File: src/design/dgt_pkg.sv
// ----------------------------------------------------------------------------
// dgt_pkg
// Shared sizes, codes, types and helpers of the depth grid triangulator.
// ----------------------------------------------------------------------------
package dgt_pkg;

   localparam int MAX_WIDTH  = 1024;
   localparam int MAX_HEIGHT = 1024;

   localparam int SIZE_W  = 11;   // frame size registers
   localparam int COORD_W = 10;   // column, row and vertex coordinates
   localparam int IDX_W   = 20;   // vertex index
   localparam int DEPTH_W = 32;   // Q16.16 depth
   localparam int GREY_W  = 8;

   localparam int RAM_ADDR_W = $clog2(MAX_WIDTH);

   localparam int QUEUE_DEPTH = 4;
   localparam int QPTR_W      = $clog2(QUEUE_DEPTH);
   localparam int QCNT_W      = $clog2(QUEUE_DEPTH + 1);

   // register indexes of the csr port
   localparam int                CSR_INDEX_W      = 1;
   localparam logic [CSR_INDEX_W-1:0] CSR_FRAME_WIDTH  = 1'b0;
   localparam logic [CSR_INDEX_W-1:0] CSR_FRAME_HEIGHT = 1'b1;

   localparam logic [SIZE_W-1:0] RESET_WIDTH  = SIZE_W'(640);
   localparam logic [SIZE_W-1:0] RESET_HEIGHT = SIZE_W'(480);
   localparam logic [SIZE_W-1:0] MAX_W_SIZE   = SIZE_W'(MAX_WIDTH);
   localparam logic [SIZE_W-1:0] MAX_H_SIZE   = SIZE_W'(MAX_HEIGHT);

   // result kinds
   localparam logic ITEM_VERTEX   = 1'b0;
   localparam logic ITEM_TRIANGLE = 1'b1;

   // one line buffer entry: flag and vertex index
   typedef struct packed {
      logic             valid;
      logic [IDX_W-1:0] index;
   } dgt_entry_type;

   localparam int ENTRY_W = $bits(dgt_entry_type);

   // one classified pixel handed from the front to the back
   typedef struct packed {
      logic [COORD_W-1:0] x;
      logic [COORD_W-1:0] y;
      logic [DEPTH_W-1:0] z;
      logic [GREY_W-1:0]  grey;
      logic [IDX_W-1:0]   cur_idx;
      logic [IDX_W-1:0]   ul_idx;
      logic [IDX_W-1:0]   left_idx;
      logic [IDX_W-1:0]   above_idx;
      logic               tri_a;     // (tl,bl,br)
      logic               tri_b;     // (tl,br,tr)
   } dgt_job_type;

   typedef enum logic [1:0] {
      PH_VERTEX,
      PH_TRI_A,
      PH_TRI_B
   } dgt_phase_type;

   // zero acts as one, anything above the maximum acts as the maximum
   function automatic logic [SIZE_W-1:0] clamp_size(input logic [SIZE_W-1:0] v,
                                                    input logic [SIZE_W-1:0] maxv);
      logic [SIZE_W-1:0] r;
      if (v == '0) begin
         r = SIZE_W'(1);
      end else if (v > maxv) begin
         r = maxv;
      end else begin
         r = v;
      end
      return r;
   endfunction

endpackage

File: src/design/dgt_queue.sv
// ----------------------------------------------------------------------------
// dgt_queue
// Short job queue between the front and the back end.
// ----------------------------------------------------------------------------
module dgt_queue (
   input  logic                 clock,
   input  logic                 reset,
   input  logic                 push_valid,
   input  dgt_pkg::dgt_job_type push_job,
   output logic                 full,
   output logic                 head_valid,
   output dgt_pkg::dgt_job_type head_job,
   input  logic                 pop
);

   dgt_pkg::dgt_job_type          slot_ff [dgt_pkg::QUEUE_DEPTH];
   logic [dgt_pkg::QPTR_W-1:0]    wr_ptr_ff, wr_ptr_in;
   logic [dgt_pkg::QPTR_W-1:0]    rd_ptr_ff, rd_ptr_in;
   logic [dgt_pkg::QCNT_W-1:0]    count_ff, count_in;
   logic                          do_pop;

   always_comb begin
      full       = count_ff == dgt_pkg::QCNT_W'(dgt_pkg::QUEUE_DEPTH);
      head_valid = count_ff != '0;
      head_job   = slot_ff[rd_ptr_ff];
      do_pop     = pop && head_valid;
      wr_ptr_in  = push_valid ? wr_ptr_ff + dgt_pkg::QPTR_W'(1) : wr_ptr_ff;
      rd_ptr_in  = do_pop ? rd_ptr_ff + dgt_pkg::QPTR_W'(1) : rd_ptr_ff;
      count_in   = count_ff;
      if (push_valid && !do_pop) begin
         count_in = count_ff + dgt_pkg::QCNT_W'(1);
      end else if (!push_valid && do_pop) begin
         count_in = count_ff - dgt_pkg::QCNT_W'(1);
      end
   end

   always_ff @(posedge clock) begin
      if (reset) begin
         wr_ptr_ff <= '0;
         rd_ptr_ff <= '0;
         count_ff  <= '0;
      end else begin
         wr_ptr_ff <= wr_ptr_in;
         rd_ptr_ff <= rd_ptr_in;
         count_ff  <= count_in;
      end
   end

   always_ff @(posedge clock) begin
      if (push_valid) begin
         slot_ff[wr_ptr_ff] <= push_job;
      end
   end

endmodule

File: config.mk
export PLATFORM = sky130hd
export DESIGN_NAME = dgt_queue
export DESIGN_NICKNAME = d
export VERILOG_FILES = /design/src/design/dgt_pkg.sv /design/src/design/dgt_queue.sv
export SDC_FILE = /design/constraint.sdc
export NUM_CORES = 1
export LEC_CHECK = 0
export ABC_AREA = 1
export BUFFER_PORTS_ARGS = -buffer_cell sky130_fd_sc_hd__buf_4
export CAP_MARGIN = 20
export CORE_MARGIN = 3
export CORE_UTILIZATION = 55
export CTS_BUF_LIST = sky130_fd_sc_hd__clkbuf_2
export CTS_CLUSTER_SIZE = 14
export DETAILED_ROUTE_END_ITERATION = 12
export HOLD_SLACK_MARGIN = 0.15
export PLACE_DENSITY = 0.87
export RECOVER_POWER = 50
export SKIP_LAST_GASP = 1
export SYNTH_ARGS = -nofsm -noshare
export SYNTH_HDL_FRONTEND = slang
export SYNTH_SLANG_ARGS = --single-unit
File: constraint.sdc
create_clock -name clock -period 6.1 [get_ports clock]
set_input_delay 1.22 -clock clock [delete_from_list [all_inputs] [get_ports clock]]
set_output_delay 1.22 -clock clock [all_outputs]
set_load 0.02 [all_outputs]
==> metrics.md <==
| Metric | Value |
|---|---|
| Status | complete, but fails checks |
| Failing checks | capacitance limit, slew limit |
| Worst setup SP type | flip-flop |
| Mapped Avg Cell Area | 14.9 um^2 |
| Multi-input combinational cell area | 0.00362 mm^2 |
| Async S/R FF share, synth | 0% |
| DIE HEIGHT | 203 um |
| Core footprint | 0.0380 mm^2 |
| CP max stage cell | clkinvlp_2 |
| Initial Util | 56.3% |
| PortBufs | 289 |
| Reg2Reg Capture Point | slot_ff[1][87]$_DFFE_PP_ |
| Via density | 5.61 |
| Critical-path maximum fanout | 69 |
| Die ar. | 0.0413 mm^2 |
| Count leader, synth | edfxtp_1 |
| Setup ws final | 0.991 ns |
| PD cells | 392 mW/mm^2 |
| Clock sinks | 577 |
| Proportion of layout cells with a drive suffix above 1 | 20.6% |
| First-iteration detailed-routing DRC count | 980 |
| Peak VDD IR | 0.325 mV |
| Final Setup Violations | 0 |
| Gpl congestion | 0.773 |
| Grt total ovfl | 0 |
| Syn Inst Count | 1436 |
| Worst Hold Depth | 2 |
| Final Hold Vio Count | 0 |
| Worst hold margin | 0.356 ns |
| Synth area leaders | edfxtp_1 (80%), nor2_1 (5.1%), o22ai_1 (4.1%) |
| Post-route DRC | 0 |
| Pre-CTS setup slack | 2.23 ns |
| Yosys reg bits | 577 |
| Root Driver | clkbuf_2 |
| Leakage | 8.49 nW |
| MaxCap Viol Count | 3 |
| Least-Margin Pin Slew | 3.87 ns |
| GRT Total Usage | 22.3% |
| Cts hold-fix bufs | 0 |
| Post-synth top flop | edfxtp_1 |
| Reg-to-Reg Start | wr_ptr_ff[1]$_SDFFE_PP0P_ |
| Sequential fraction of the synthesis area | 80.5% |
| Fillers | 2771 |
| Worst skew pair latency | 1.07 ns |
| Worst Hold Launch | reset |
| Layout Skew | 0.0849 ns |
| Worst R2R Setup Slack | 0.99 ns |
| Endpoint type of the worst setup path | flip-flop |
| Bufs on Longest Clock Path | 3 |
| Post-route insts no fill | 2402 |
| CP cell instances | inv_1, ha_1, nand2_1, clkinvlp_2, buf_4 |
| Unrepaired setup endpoints after global routing | no |
| Critical Path RT | 6.76 ns |
| Placed Cells | 2156 |
| Final #Nets | 1940 |
| Final worst-path cycle share | 83.7% |
| P&R area growth vs syn | 14.9% |
| Global-route wire length before repair | 71.7 mm |
| Slowest stage delay, CP | 2.64 ns |
| Top-area cell type share of the netlist area | 79.7% |
| Max-slew violation count | 213 |
| Post-layout utilization of the core | 64.7% |
| Seq. cell area | 0.0172 mm^2 |
| IO Pins | 290 |
| Vias | 13484 |
| Fmax | 196 MHz |
| Dominant cell type by area after synthesis | edfxtp_1 |
| Wire length per cell | 19.7 um |
| Setup_tns | 0 ns |
| CP Class | flip-flop to flip-flop |
| Slew HR | -160% |
| Clk slew on worst S/H paths | 0.10 ns |
| Post-route ant nets | 0 |
| Hold Path Class | input port to flip-flop |
| # rows | 71 |
| Setup bufs post-CTS | 0 |
| CTS tree | done |
| Largest net degree at the start of global routing | 169 |
| HPWL after DPL | 26.4 mm |
| Vias in the first global route | 13717 |
| Cells on worst reg2reg path | 5 |
| Syn_nets | 1588 |
| Synth warn | 0 |
| Die width | 203 um |
| Post-Route WL | 47.3 mm |
| Crit path DAT | 5.76 ns |
| PostCTS Resize Cnt | 0 |
| Initial antenna violation count | 6 |
| Post-synth top cells | edfxtp_1 (568), nor2_1 (290), o21ai_0 (159), o22ai_1 (140), o21ai_1 (128) |
| Min cycle time layout | 5.11 ns |
| H-tree levels | 4 |
| CTS buffer count | 141 |
| Mapped cell area | 0.0214 mm^2 |
| Unique masters post-synth | 21 |
| Number of flops mapped to enable cells by yosys | 568 |
| First-pass DRT Iterations | 5 |
==> worst max-delay path by stage <==
| stage | endpoint | depth (start not counted) | start | slack, ns |
|---|---|---|---|---|
| 2_1_floorplan | slot_ff[2][0]$_DFFE_PP_ | 2 | push_valid | 1.62 |
| 3_3_place_gp | head_job[96] | 5 | flip-flop | 2.26 |
| 3_5_place_dp | head_job[51] | 5 | flip-flop | 2.23 |
| 4_1_cts | head_job[51] | 5 | flip-flop | 1.05 |
| 5_1_grt | slot_ff[3][55]$_DFFE_PP_ | 3 | wr_ptr_ff[1]$_SDFFE_PP0P_ | 0.49 |
| 6_report | slot_ff[1][87]$_DFFE_PP_ | 5 | wr_ptr_ff[1]$_SDFFE_PP0P_ | 0.99 |
==> cell families (layout without fill, tap and decap cells) <==
logic type	Yosys count	in the layout	share of synthesized area (%)
other	0	5	0
buffers and inverters	109	559	2.55
flip-flops	577	577	80.5
AND/OR/NAND/NOR	309	309	5.44
adder cells (fa/ha/maj)	6	6	0.386
AO/OA/AOI/OAI	434	434	11.0
XOR/XNOR	1	1	0.0409
==> through the flow <==
stage / power (mW) / area [um^2]
4_1_cts: 9.76 / 25100
3_3_place_gp: 7.28 / 23900
6_report: 9.65 / 24600
5_1_grt: 10.1 / 24600
3_5_place_dp: 7.36 / 23900
2_1_floorplan: 6.31 / 21400
==> report_power, final <==
| part | leakage [nW] | internal [mW] | switching (mW) |
|---|---|---|---|
| logic | 2.26 | 0.880 | 1.72 |
| clock network | 0.943 | 0.976 | 1.44 |
| registers | 5.29 | 4.55 | 0.0940 |
==> state kept, by name, indices dropped and copies added (netlist names), named ones only <==
signal	cells
wr_ptr_ff	2
rd_ptr_ff	2
count_ff	3
slot_ff	568
==> layout make-up <==
| type | count | share of cell area (%) |
|---|---|---|
| flip-flops and latches | 577 | 70.1 |
| diodes | 5 | 0.0509 |
| repair buffers | 302 | 7.20 |
| well taps | 511 | 2.60 |
| inverters | 16 | 0.320 |
| clock buffers | 204 | 4.15 |
| multi-input cells | 750 | 14.7 |
| clock inverters | 37 | 0.850 |
==> worst max-delay path: cells and delay by family, from the launching register on <==
kind / cells / cell delay, ns
adders and majority gates: 1 / 0.17
buffers and inverters: 3 / 4.04
and+or+nand+nor: 1 / 0.08
DFF: 1 / 0.37
==> layer usage <==
layer / part of all wire, % / up-vias / GRT usage (%)
met1: 39 / 6531 / 27.6
met4: 2.3 / 8 / 9.69
li1: - / 6230 / -
met5: 0.10 / - / 0
met3: 10 / 91 / 7.47
met2: 49 / 624 / 36.4
==> layout by cell type (no fill, tap or decap), drive strengths merged <==
master	synthesis	layout
nor3	1	1
nor2	290	290
o21ai	287	287
fa	1	1
clkbuf	43	346
ha	5	5
clkinvlp	0	7
clkinv	1	26
nand2	15	15
xor2	1	1
nand3	3	3
o22ai	142	142
edfxtp	568	568
bufinv	0	2
inv	15	18
dfxtp	9	9
a21oi	5	5
buf	50	160
diode	0	5
Power figures use the tool's default switching activity.
