### src/design/dgt_pkg.sv
// ----------------------------------------------------------------------------
// dgt_pkg
// Shared sizes, codes, types and helpers of the depth grid triangulator.
// ----------------------------------------------------------------------------
package dgt_pkg;

   localparam int MAX_WIDTH  = 1024;
   localparam int MAX_HEIGHT = 1024;

   localparam int SIZE_W  = 11;   // frame size registers
   localparam int COORD_W = 10;   // column, row and vertex coordinates
   localparam int IDX_W   = 20;   // vertex index
   localparam int DEPTH_W = 32;   // Q16.16 depth
   localparam int GREY_W  = 8;

   localparam int RAM_ADDR_W = $clog2(MAX_WIDTH);

   localparam int QUEUE_DEPTH = 4;
   localparam int QPTR_W      = $clog2(QUEUE_DEPTH);
   localparam int QCNT_W      = $clog2(QUEUE_DEPTH + 1);

   // register indexes of the csr port
   localparam int                CSR_INDEX_W      = 1;
   localparam logic [CSR_INDEX_W-1:0] CSR_FRAME_WIDTH  = 1'b0;
   localparam logic [CSR_INDEX_W-1:0] CSR_FRAME_HEIGHT = 1'b1;

   localparam logic [SIZE_W-1:0] RESET_WIDTH  = SIZE_W'(640);
   localparam logic [SIZE_W-1:0] RESET_HEIGHT = SIZE_W'(480);
   localparam logic [SIZE_W-1:0] MAX_W_SIZE   = SIZE_W'(MAX_WIDTH);
   localparam logic [SIZE_W-1:0] MAX_H_SIZE   = SIZE_W'(MAX_HEIGHT);

   // result kinds
   localparam logic ITEM_VERTEX   = 1'b0;
   localparam logic ITEM_TRIANGLE = 1'b1;

   // one line buffer entry: flag and vertex index
   typedef struct packed {
      logic             valid;
      logic [IDX_W-1:0] index;
   } dgt_entry_type;

   localparam int ENTRY_W = $bits(dgt_entry_type);

   // one classified pixel handed from the front to the back
   typedef struct packed {
      logic [COORD_W-1:0] x;
      logic [COORD_W-1:0] y;
      logic [DEPTH_W-1:0] z;
      logic [GREY_W-1:0]  grey;
      logic [IDX_W-1:0]   cur_idx;
      logic [IDX_W-1:0]   ul_idx;
      logic [IDX_W-1:0]   left_idx;
      logic [IDX_W-1:0]   above_idx;
      logic               tri_a;     // (tl,bl,br)
      logic               tri_b;     // (tl,br,tr)
   } dgt_job_type;

   typedef enum logic [1:0] {
      PH_VERTEX,
      PH_TRI_A,
      PH_TRI_B
   } dgt_phase_type;

   // zero acts as one, anything above the maximum acts as the maximum
   function automatic logic [SIZE_W-1:0] clamp_size(input logic [SIZE_W-1:0] v,
                                                    input logic [SIZE_W-1:0] maxv);
      logic [SIZE_W-1:0] r;
      if (v == '0) begin
         r = SIZE_W'(1);
      end else if (v > maxv) begin
         r = maxv;
      end else begin
         r = v;
      end
      return r;
   endfunction

endpackage

### src/design/dgt_back.sv
// ----------------------------------------------------------------------------
// dgt_back
// Walks each job through vertex and triangle results, one per cycle while
// the output is not stalled, into the output register.
// ----------------------------------------------------------------------------
module dgt_back (
   input  logic                                 clock,
   input  logic                                 reset,
   input  logic                                 head_valid,
   input  dgt_pkg::dgt_job_type                 head_job,
   output logic                                 pop,
   output logic                                 rsp_valid,
   input  logic                                 rsp_stall,
   output logic                                 rsp_item_kind,
   output logic [dgt_pkg::COORD_W-1:0]          rsp_vertex_x,
   output logic [dgt_pkg::COORD_W-1:0]          rsp_vertex_y,
   output logic signed [dgt_pkg::DEPTH_W-1:0]   rsp_vertex_z,
   output logic [dgt_pkg::GREY_W-1:0]           rsp_vertex_grey,
   output logic [dgt_pkg::IDX_W-1:0]            rsp_corner_one,
   output logic [dgt_pkg::IDX_W-1:0]            rsp_corner_two,
   output logic [dgt_pkg::IDX_W-1:0]            rsp_corner_three,
   output logic                                 rsp_last_of_run
);

   dgt_pkg::dgt_phase_type        phase_ff, phase_in;
   logic                          valid_ff, valid_in;
   logic                          load;
   logic                          emit;
   logic                          done;

   logic                          kind_ff, kind_in;
   logic [dgt_pkg::COORD_W-1:0]   x_ff, x_in;
   logic [dgt_pkg::COORD_W-1:0]   y_ff, y_in;
   logic [dgt_pkg::DEPTH_W-1:0]   z_ff, z_in;
   logic [dgt_pkg::GREY_W-1:0]    grey_ff, grey_in;
   logic [dgt_pkg::IDX_W-1:0]     c1_ff, c1_in;
   logic [dgt_pkg::IDX_W-1:0]     c2_ff, c2_in;
   logic [dgt_pkg::IDX_W-1:0]     c3_ff, c3_in;
   logic                          last_ff, last_in;

   always_comb begin
      load = !valid_ff || !rsp_stall;
      emit = load && head_valid;

      kind_in = dgt_pkg::ITEM_VERTEX;
      x_in    = '0;
      y_in    = '0;
      z_in    = '0;
      grey_in = '0;
      c1_in   = '0;
      c2_in   = '0;
      c3_in   = '0;
      done    = 1'b1;
      phase_in = phase_ff;

      case (phase_ff)
         dgt_pkg::PH_VERTEX: begin
            kind_in = dgt_pkg::ITEM_VERTEX;
            x_in    = head_job.x;
            y_in    = head_job.y;
            z_in    = head_job.z;
            grey_in = head_job.grey;
            done    = !head_job.tri_a && !head_job.tri_b;
            if (emit) begin
               if (head_job.tri_a) begin
                  phase_in = dgt_pkg::PH_TRI_A;
               end else if (head_job.tri_b) begin
                  phase_in = dgt_pkg::PH_TRI_B;
               end
            end
         end
         dgt_pkg::PH_TRI_A: begin
            kind_in = dgt_pkg::ITEM_TRIANGLE;
            c1_in   = head_job.ul_idx;
            c2_in   = head_job.left_idx;
            c3_in   = head_job.cur_idx;
            done    = !head_job.tri_b;
            if (emit) begin
               phase_in = head_job.tri_b ? dgt_pkg::PH_TRI_B : dgt_pkg::PH_VERTEX;
            end
         end
         dgt_pkg::PH_TRI_B: begin
            kind_in = dgt_pkg::ITEM_TRIANGLE;
            c1_in   = head_job.ul_idx;
            c2_in   = head_job.cur_idx;
            c3_in   = head_job.above_idx;
            done    = 1'b1;
            if (emit) begin
               phase_in = dgt_pkg::PH_VERTEX;
            end
         end
         default: begin
            phase_in = dgt_pkg::PH_VERTEX;
         end
      endcase

      // return to the vertex phase once the job is finished
      if (emit && done) begin
         phase_in = dgt_pkg::PH_VERTEX;
      end
      last_in  = done;
      pop      = emit && done;
      valid_in = load ? head_valid : valid_ff;
   end

   always_ff @(posedge clock) begin
      if (reset) begin
         phase_ff <= dgt_pkg::PH_VERTEX;
         valid_ff <= 1'b0;
      end else begin
         phase_ff <= phase_in;
         valid_ff <= valid_in;
      end
   end

   always_ff @(posedge clock) begin
      if (emit) begin
         kind_ff <= kind_in;
         x_ff    <= x_in;
         y_ff    <= y_in;
         z_ff    <= z_in;
         grey_ff <= grey_in;
         c1_ff   <= c1_in;
         c2_ff   <= c2_in;
         c3_ff   <= c3_in;
         last_ff <= last_in;
      end
   end

   assign rsp_valid        = valid_ff;
   assign rsp_item_kind    = kind_ff;
   assign rsp_vertex_x     = x_ff;
   assign rsp_vertex_y     = y_ff;
   assign rsp_vertex_z     = z_ff;
   assign rsp_vertex_grey  = grey_ff;
   assign rsp_corner_one   = c1_ff;
   assign rsp_corner_two   = c2_ff;
   assign rsp_corner_three = c3_ff;
   assign rsp_last_of_run  = last_ff;

endmodule

### config.mk
export PLATFORM = sky130hd
export DESIGN_NAME = dgt_back
export DESIGN_NICKNAME = d
export VERILOG_FILES = /design/src/design/dgt_pkg.sv /design/src/design/dgt_back.sv
export SDC_FILE = /design/constraint.sdc
export NUM_CORES = 1
export LEC_CHECK = 0
export ABC_AREA = 1
export BUFFER_PORTS_ARGS = -buffer_cell sky130_fd_sc_hd__buf_2
export CORE_MARGIN = 8
export CORE_UTILIZATION = 30
export DETAILED_ROUTE_END_ITERATION = 16
export MAX_ROUTING_LAYER = met4
export PLACE_DENSITY = 0.54
export SYNTH_ARGS = -nofsm -noshare
export SYNTH_HDL_FRONTEND = slang
export SYNTH_SLANG_ARGS = --single-unit
### constraint.sdc
create_clock -name clock -period 7.2 [get_ports clock]
set_clock_uncertainty 0.2 [all_clocks]
set_input_delay 0 -clock clock [delete_from_list [all_inputs] [get_ports clock]]
set_output_delay 0 -clock clock [all_outputs]
set_load 0.05 [all_outputs]
==> results.json <==
{
  "grt_pass1_vias": 5251,
  "synth.distinct_cells": 16,
  "peakVddDrop_mv": 0.145,
  "fmax_mhz": 314,
  "cts_made_buffers": 17,
  "drc": 0,
  "routedWlPerCell_um": 14.6,
  "nets": 1045,
  "ys_ff_latch": 125,
  "synth_nets": 611,
  "drt_pass1_iterations": 4,
  "relSlewSlack": 0.173,
  "num_vias": 4779,
  "synth_warnings": 0,
  "p_per_area_nw_per_um2": 259,
  "worstPathArrival_ns": 3.33,
  "fin_crit_ns": 3.18,
  "hold_viol_final": 0,
  "dieArea_sq_um": 21500,
  "setup_viol": 0,
  "rsz0062_at_grt": "false",
  "grt_pass1_wl_um": 26400,
  "dp_hpwl_um": 11000,
  "critical_path.max_fanout": 63,
  "max-cap-violations": 0,
  "fin_util": 0.538,
  "ant_nets": 0,
  "syn_inst": 462,
  "drt_iter0_markers": 198,
  "hp-class": "in -> reg",
  "p_leak_nw": 4.41,
  "cpPeakStageDelay_ns": 0.95,
  "syn_to_final_growth_pct": 75.1,
  "end_kind": "register",
  "cp_cell_sequence": "inv_1 -> ha_2 -> nor2_4 -> nand2_1 -> nand2_2 -> nand2_1 -> dlygate4sd3_1 -> nand2_1 -> a21oi_1 -> dlygate4sd3_1",
  "antenna_found_initial": 0,
  "fp-row-count": 47,
  "drt-total-wl_um": 16500,
  "cp_top_family": "buffers and inverters",
  "vias_per_cell": 4.23,
  "start_util": 0.307,
  "cts-root-buf": "clkbuf_16",
  "overflow": 0,
  "synth_area_sq_um": 5120,
  "clock_sinks": 125,
  "grt.total_usage": 0.158,
  "grt_max_degree": 69,
  "clk_latency_ns": 0.40,
  "critPathBufInv": 3,
  "drive_gt1_frac": 0.340,
  "slew_viol_final": 0,
  "cts.clk_slew.worst_paths_ns": 0.06,
  "n_antenna_cell": 0,
  "fill_cells": 1411,
  "fp.coreArea_sq_um": 16600,
  "crit_type": "reg -> reg",
  "cts_tree": "done",
  "portBuffers": 269,
  "start_kind": "register",
  "avgSynthCellArea_sq_um": 11.1,
  "fp.dieW_um": 147,
  "cts_max_level": 4,
  "path_common_cell": "nand2_1",
  "crit_required_ns": 7.35,
  "die_h_um": 147,
  "outcome": "finished clean",
  "cts_buffer_depth": 2,
  "postCtsSetupBuffers": 0,
  "slowest_stage": "ha_2",
  "ys_seq_area_frac": 0.728,
  "fin_tns_setup_ns": 0,
  "finalCritPeriodShare": 0.442,
  "ios": 270,
  "worst_slew_pin_slew_ns": 1.24,
  "place_congestion": 0.778
}
where the power goes:
group	switching, mW	internal (mW)	total (mW)
logic	0.344	0.148	0.492
registers	0.0159	0.873	0.889
clock network	0.319	0.615	0.934
repair_timing:
action	4_1_cts	5_1_grt
hold endpoints to repair	124	0
resized for setup	0	0
hold buffers	166	0
endpoints found under the setup margin	0	0
cell families (layout without fill, tap and decap cells):
kind of cell,after synthesis,in the layout,share of synthesized area
and+or+nand+nor,178,178,0.134
AOI/OAI and AO/OA,43,43,0.0421
DFF,125,125,0.728
adders and majority gates,3,3,0.00734
buffers and inverters,113,560,0.0888
metal layers:
metal | track usage | up-vias | share of wire
met2 | 0.259 | 211 | 0.50
met5 | - | - | 0
met1 | 0.179 | 2224 | 0.41
li1 | - | 2328 | -
met4 | 0.0613 | 0 | 0.014
met3 | 0.0476 | 16 | 0.074
layout by cell type, fill, tap and decap left out, drive strengths merged:
| cell type | n |
|---|---|
| inv | 92 |
| clkinvlp | 3 |
| nand2 | 173 |
| bufinv | 5 |
| a21oi | 43 |
| ha | 3 |
| dfxtp | 3 |
| buf | 272 |
| nor2 | 3 |
| clkbuf | 18 |
| dlygate4sd3 | 166 |
| edfxtp | 122 |
| clkinv | 4 |
| nand3 | 2 |
registers in the layout, summed over array words and instances (netlist names):
name,count
phase_ff,2
rsp_vertex_x,10
rsp_corner_three,20
rsp_vertex_z,32
rsp_vertex_y,10
rsp_item_kind,1
rsp_corner_one,20
rsp_vertex_grey,8
rsp_last_of_run,1
rsp_corner_two,20
rsp_valid,1
tightest hold or removal path: stages:
cell           delay [ns]
dlygate4sd3_1        0.52
buf_2                0.09
nand2_1              0.04
inv_1                0.04
cell type report:
cell class	instances	area [sq um]	share of cell area
Sequential cell	125	3720	0.416
Multi-Input combinational cell	224	941	0.105
Clock inverter	14	216	0.0242
Clock buffer	18	429	0.0479
Inverter	90	340	0.0380
Timing Repair Buffer	438	3030	0.338
Tap cell	220	275	0.0307
metrics by stage:
stage	cell area, sq um	power [mW]	worst slack [ns]	std cells	hold slack [ns]
after global routing	8960	2.41	3.69	1129	0.180
after detailed placement	6650	1.33	4.68	931	-0.0147
after global placement	6650	1.33	4.72	931	-0.00955
after floorplan	5120	1.21	3.39	462	-0.131
final	8960	2.32	4.02	1129	0.182
after CTS	8960	2.34	4.01	1129	0.161
synthesized netlist by cell type, drive strengths merged:
| cell | n | area, sq um |
|---|---|---|
| edfxtp | 122 | 3660 |
| dfxtp | 3 | 60.1 |
| buf | 16 | 88.8 |
| a21oi | 43 | 215 |
| nand2 | 173 | 657 |
| clkbuf | 7 | 27.5 |
| nor2 | 3 | 18.8 |
| ha | 3 | 37.5 |
| inv | 90 | 338 |
| nand3 | 2 | 10.0 |
worst paths after layout:
path	endpoint	cells past startpoint	slack, ns	start
min	rsp_corner_one[7]	4	0.18	head_job[49]
max	phase_ff[1]	10	4.02	phase_ff[0]
max reg2reg	phase_ff[1]	10	4.02	phase_ff[0]
min reg2reg	rsp_item_kind	2	0.78	phase_ff[1]
Note: power is estimated with default switching activity, not from simulation.
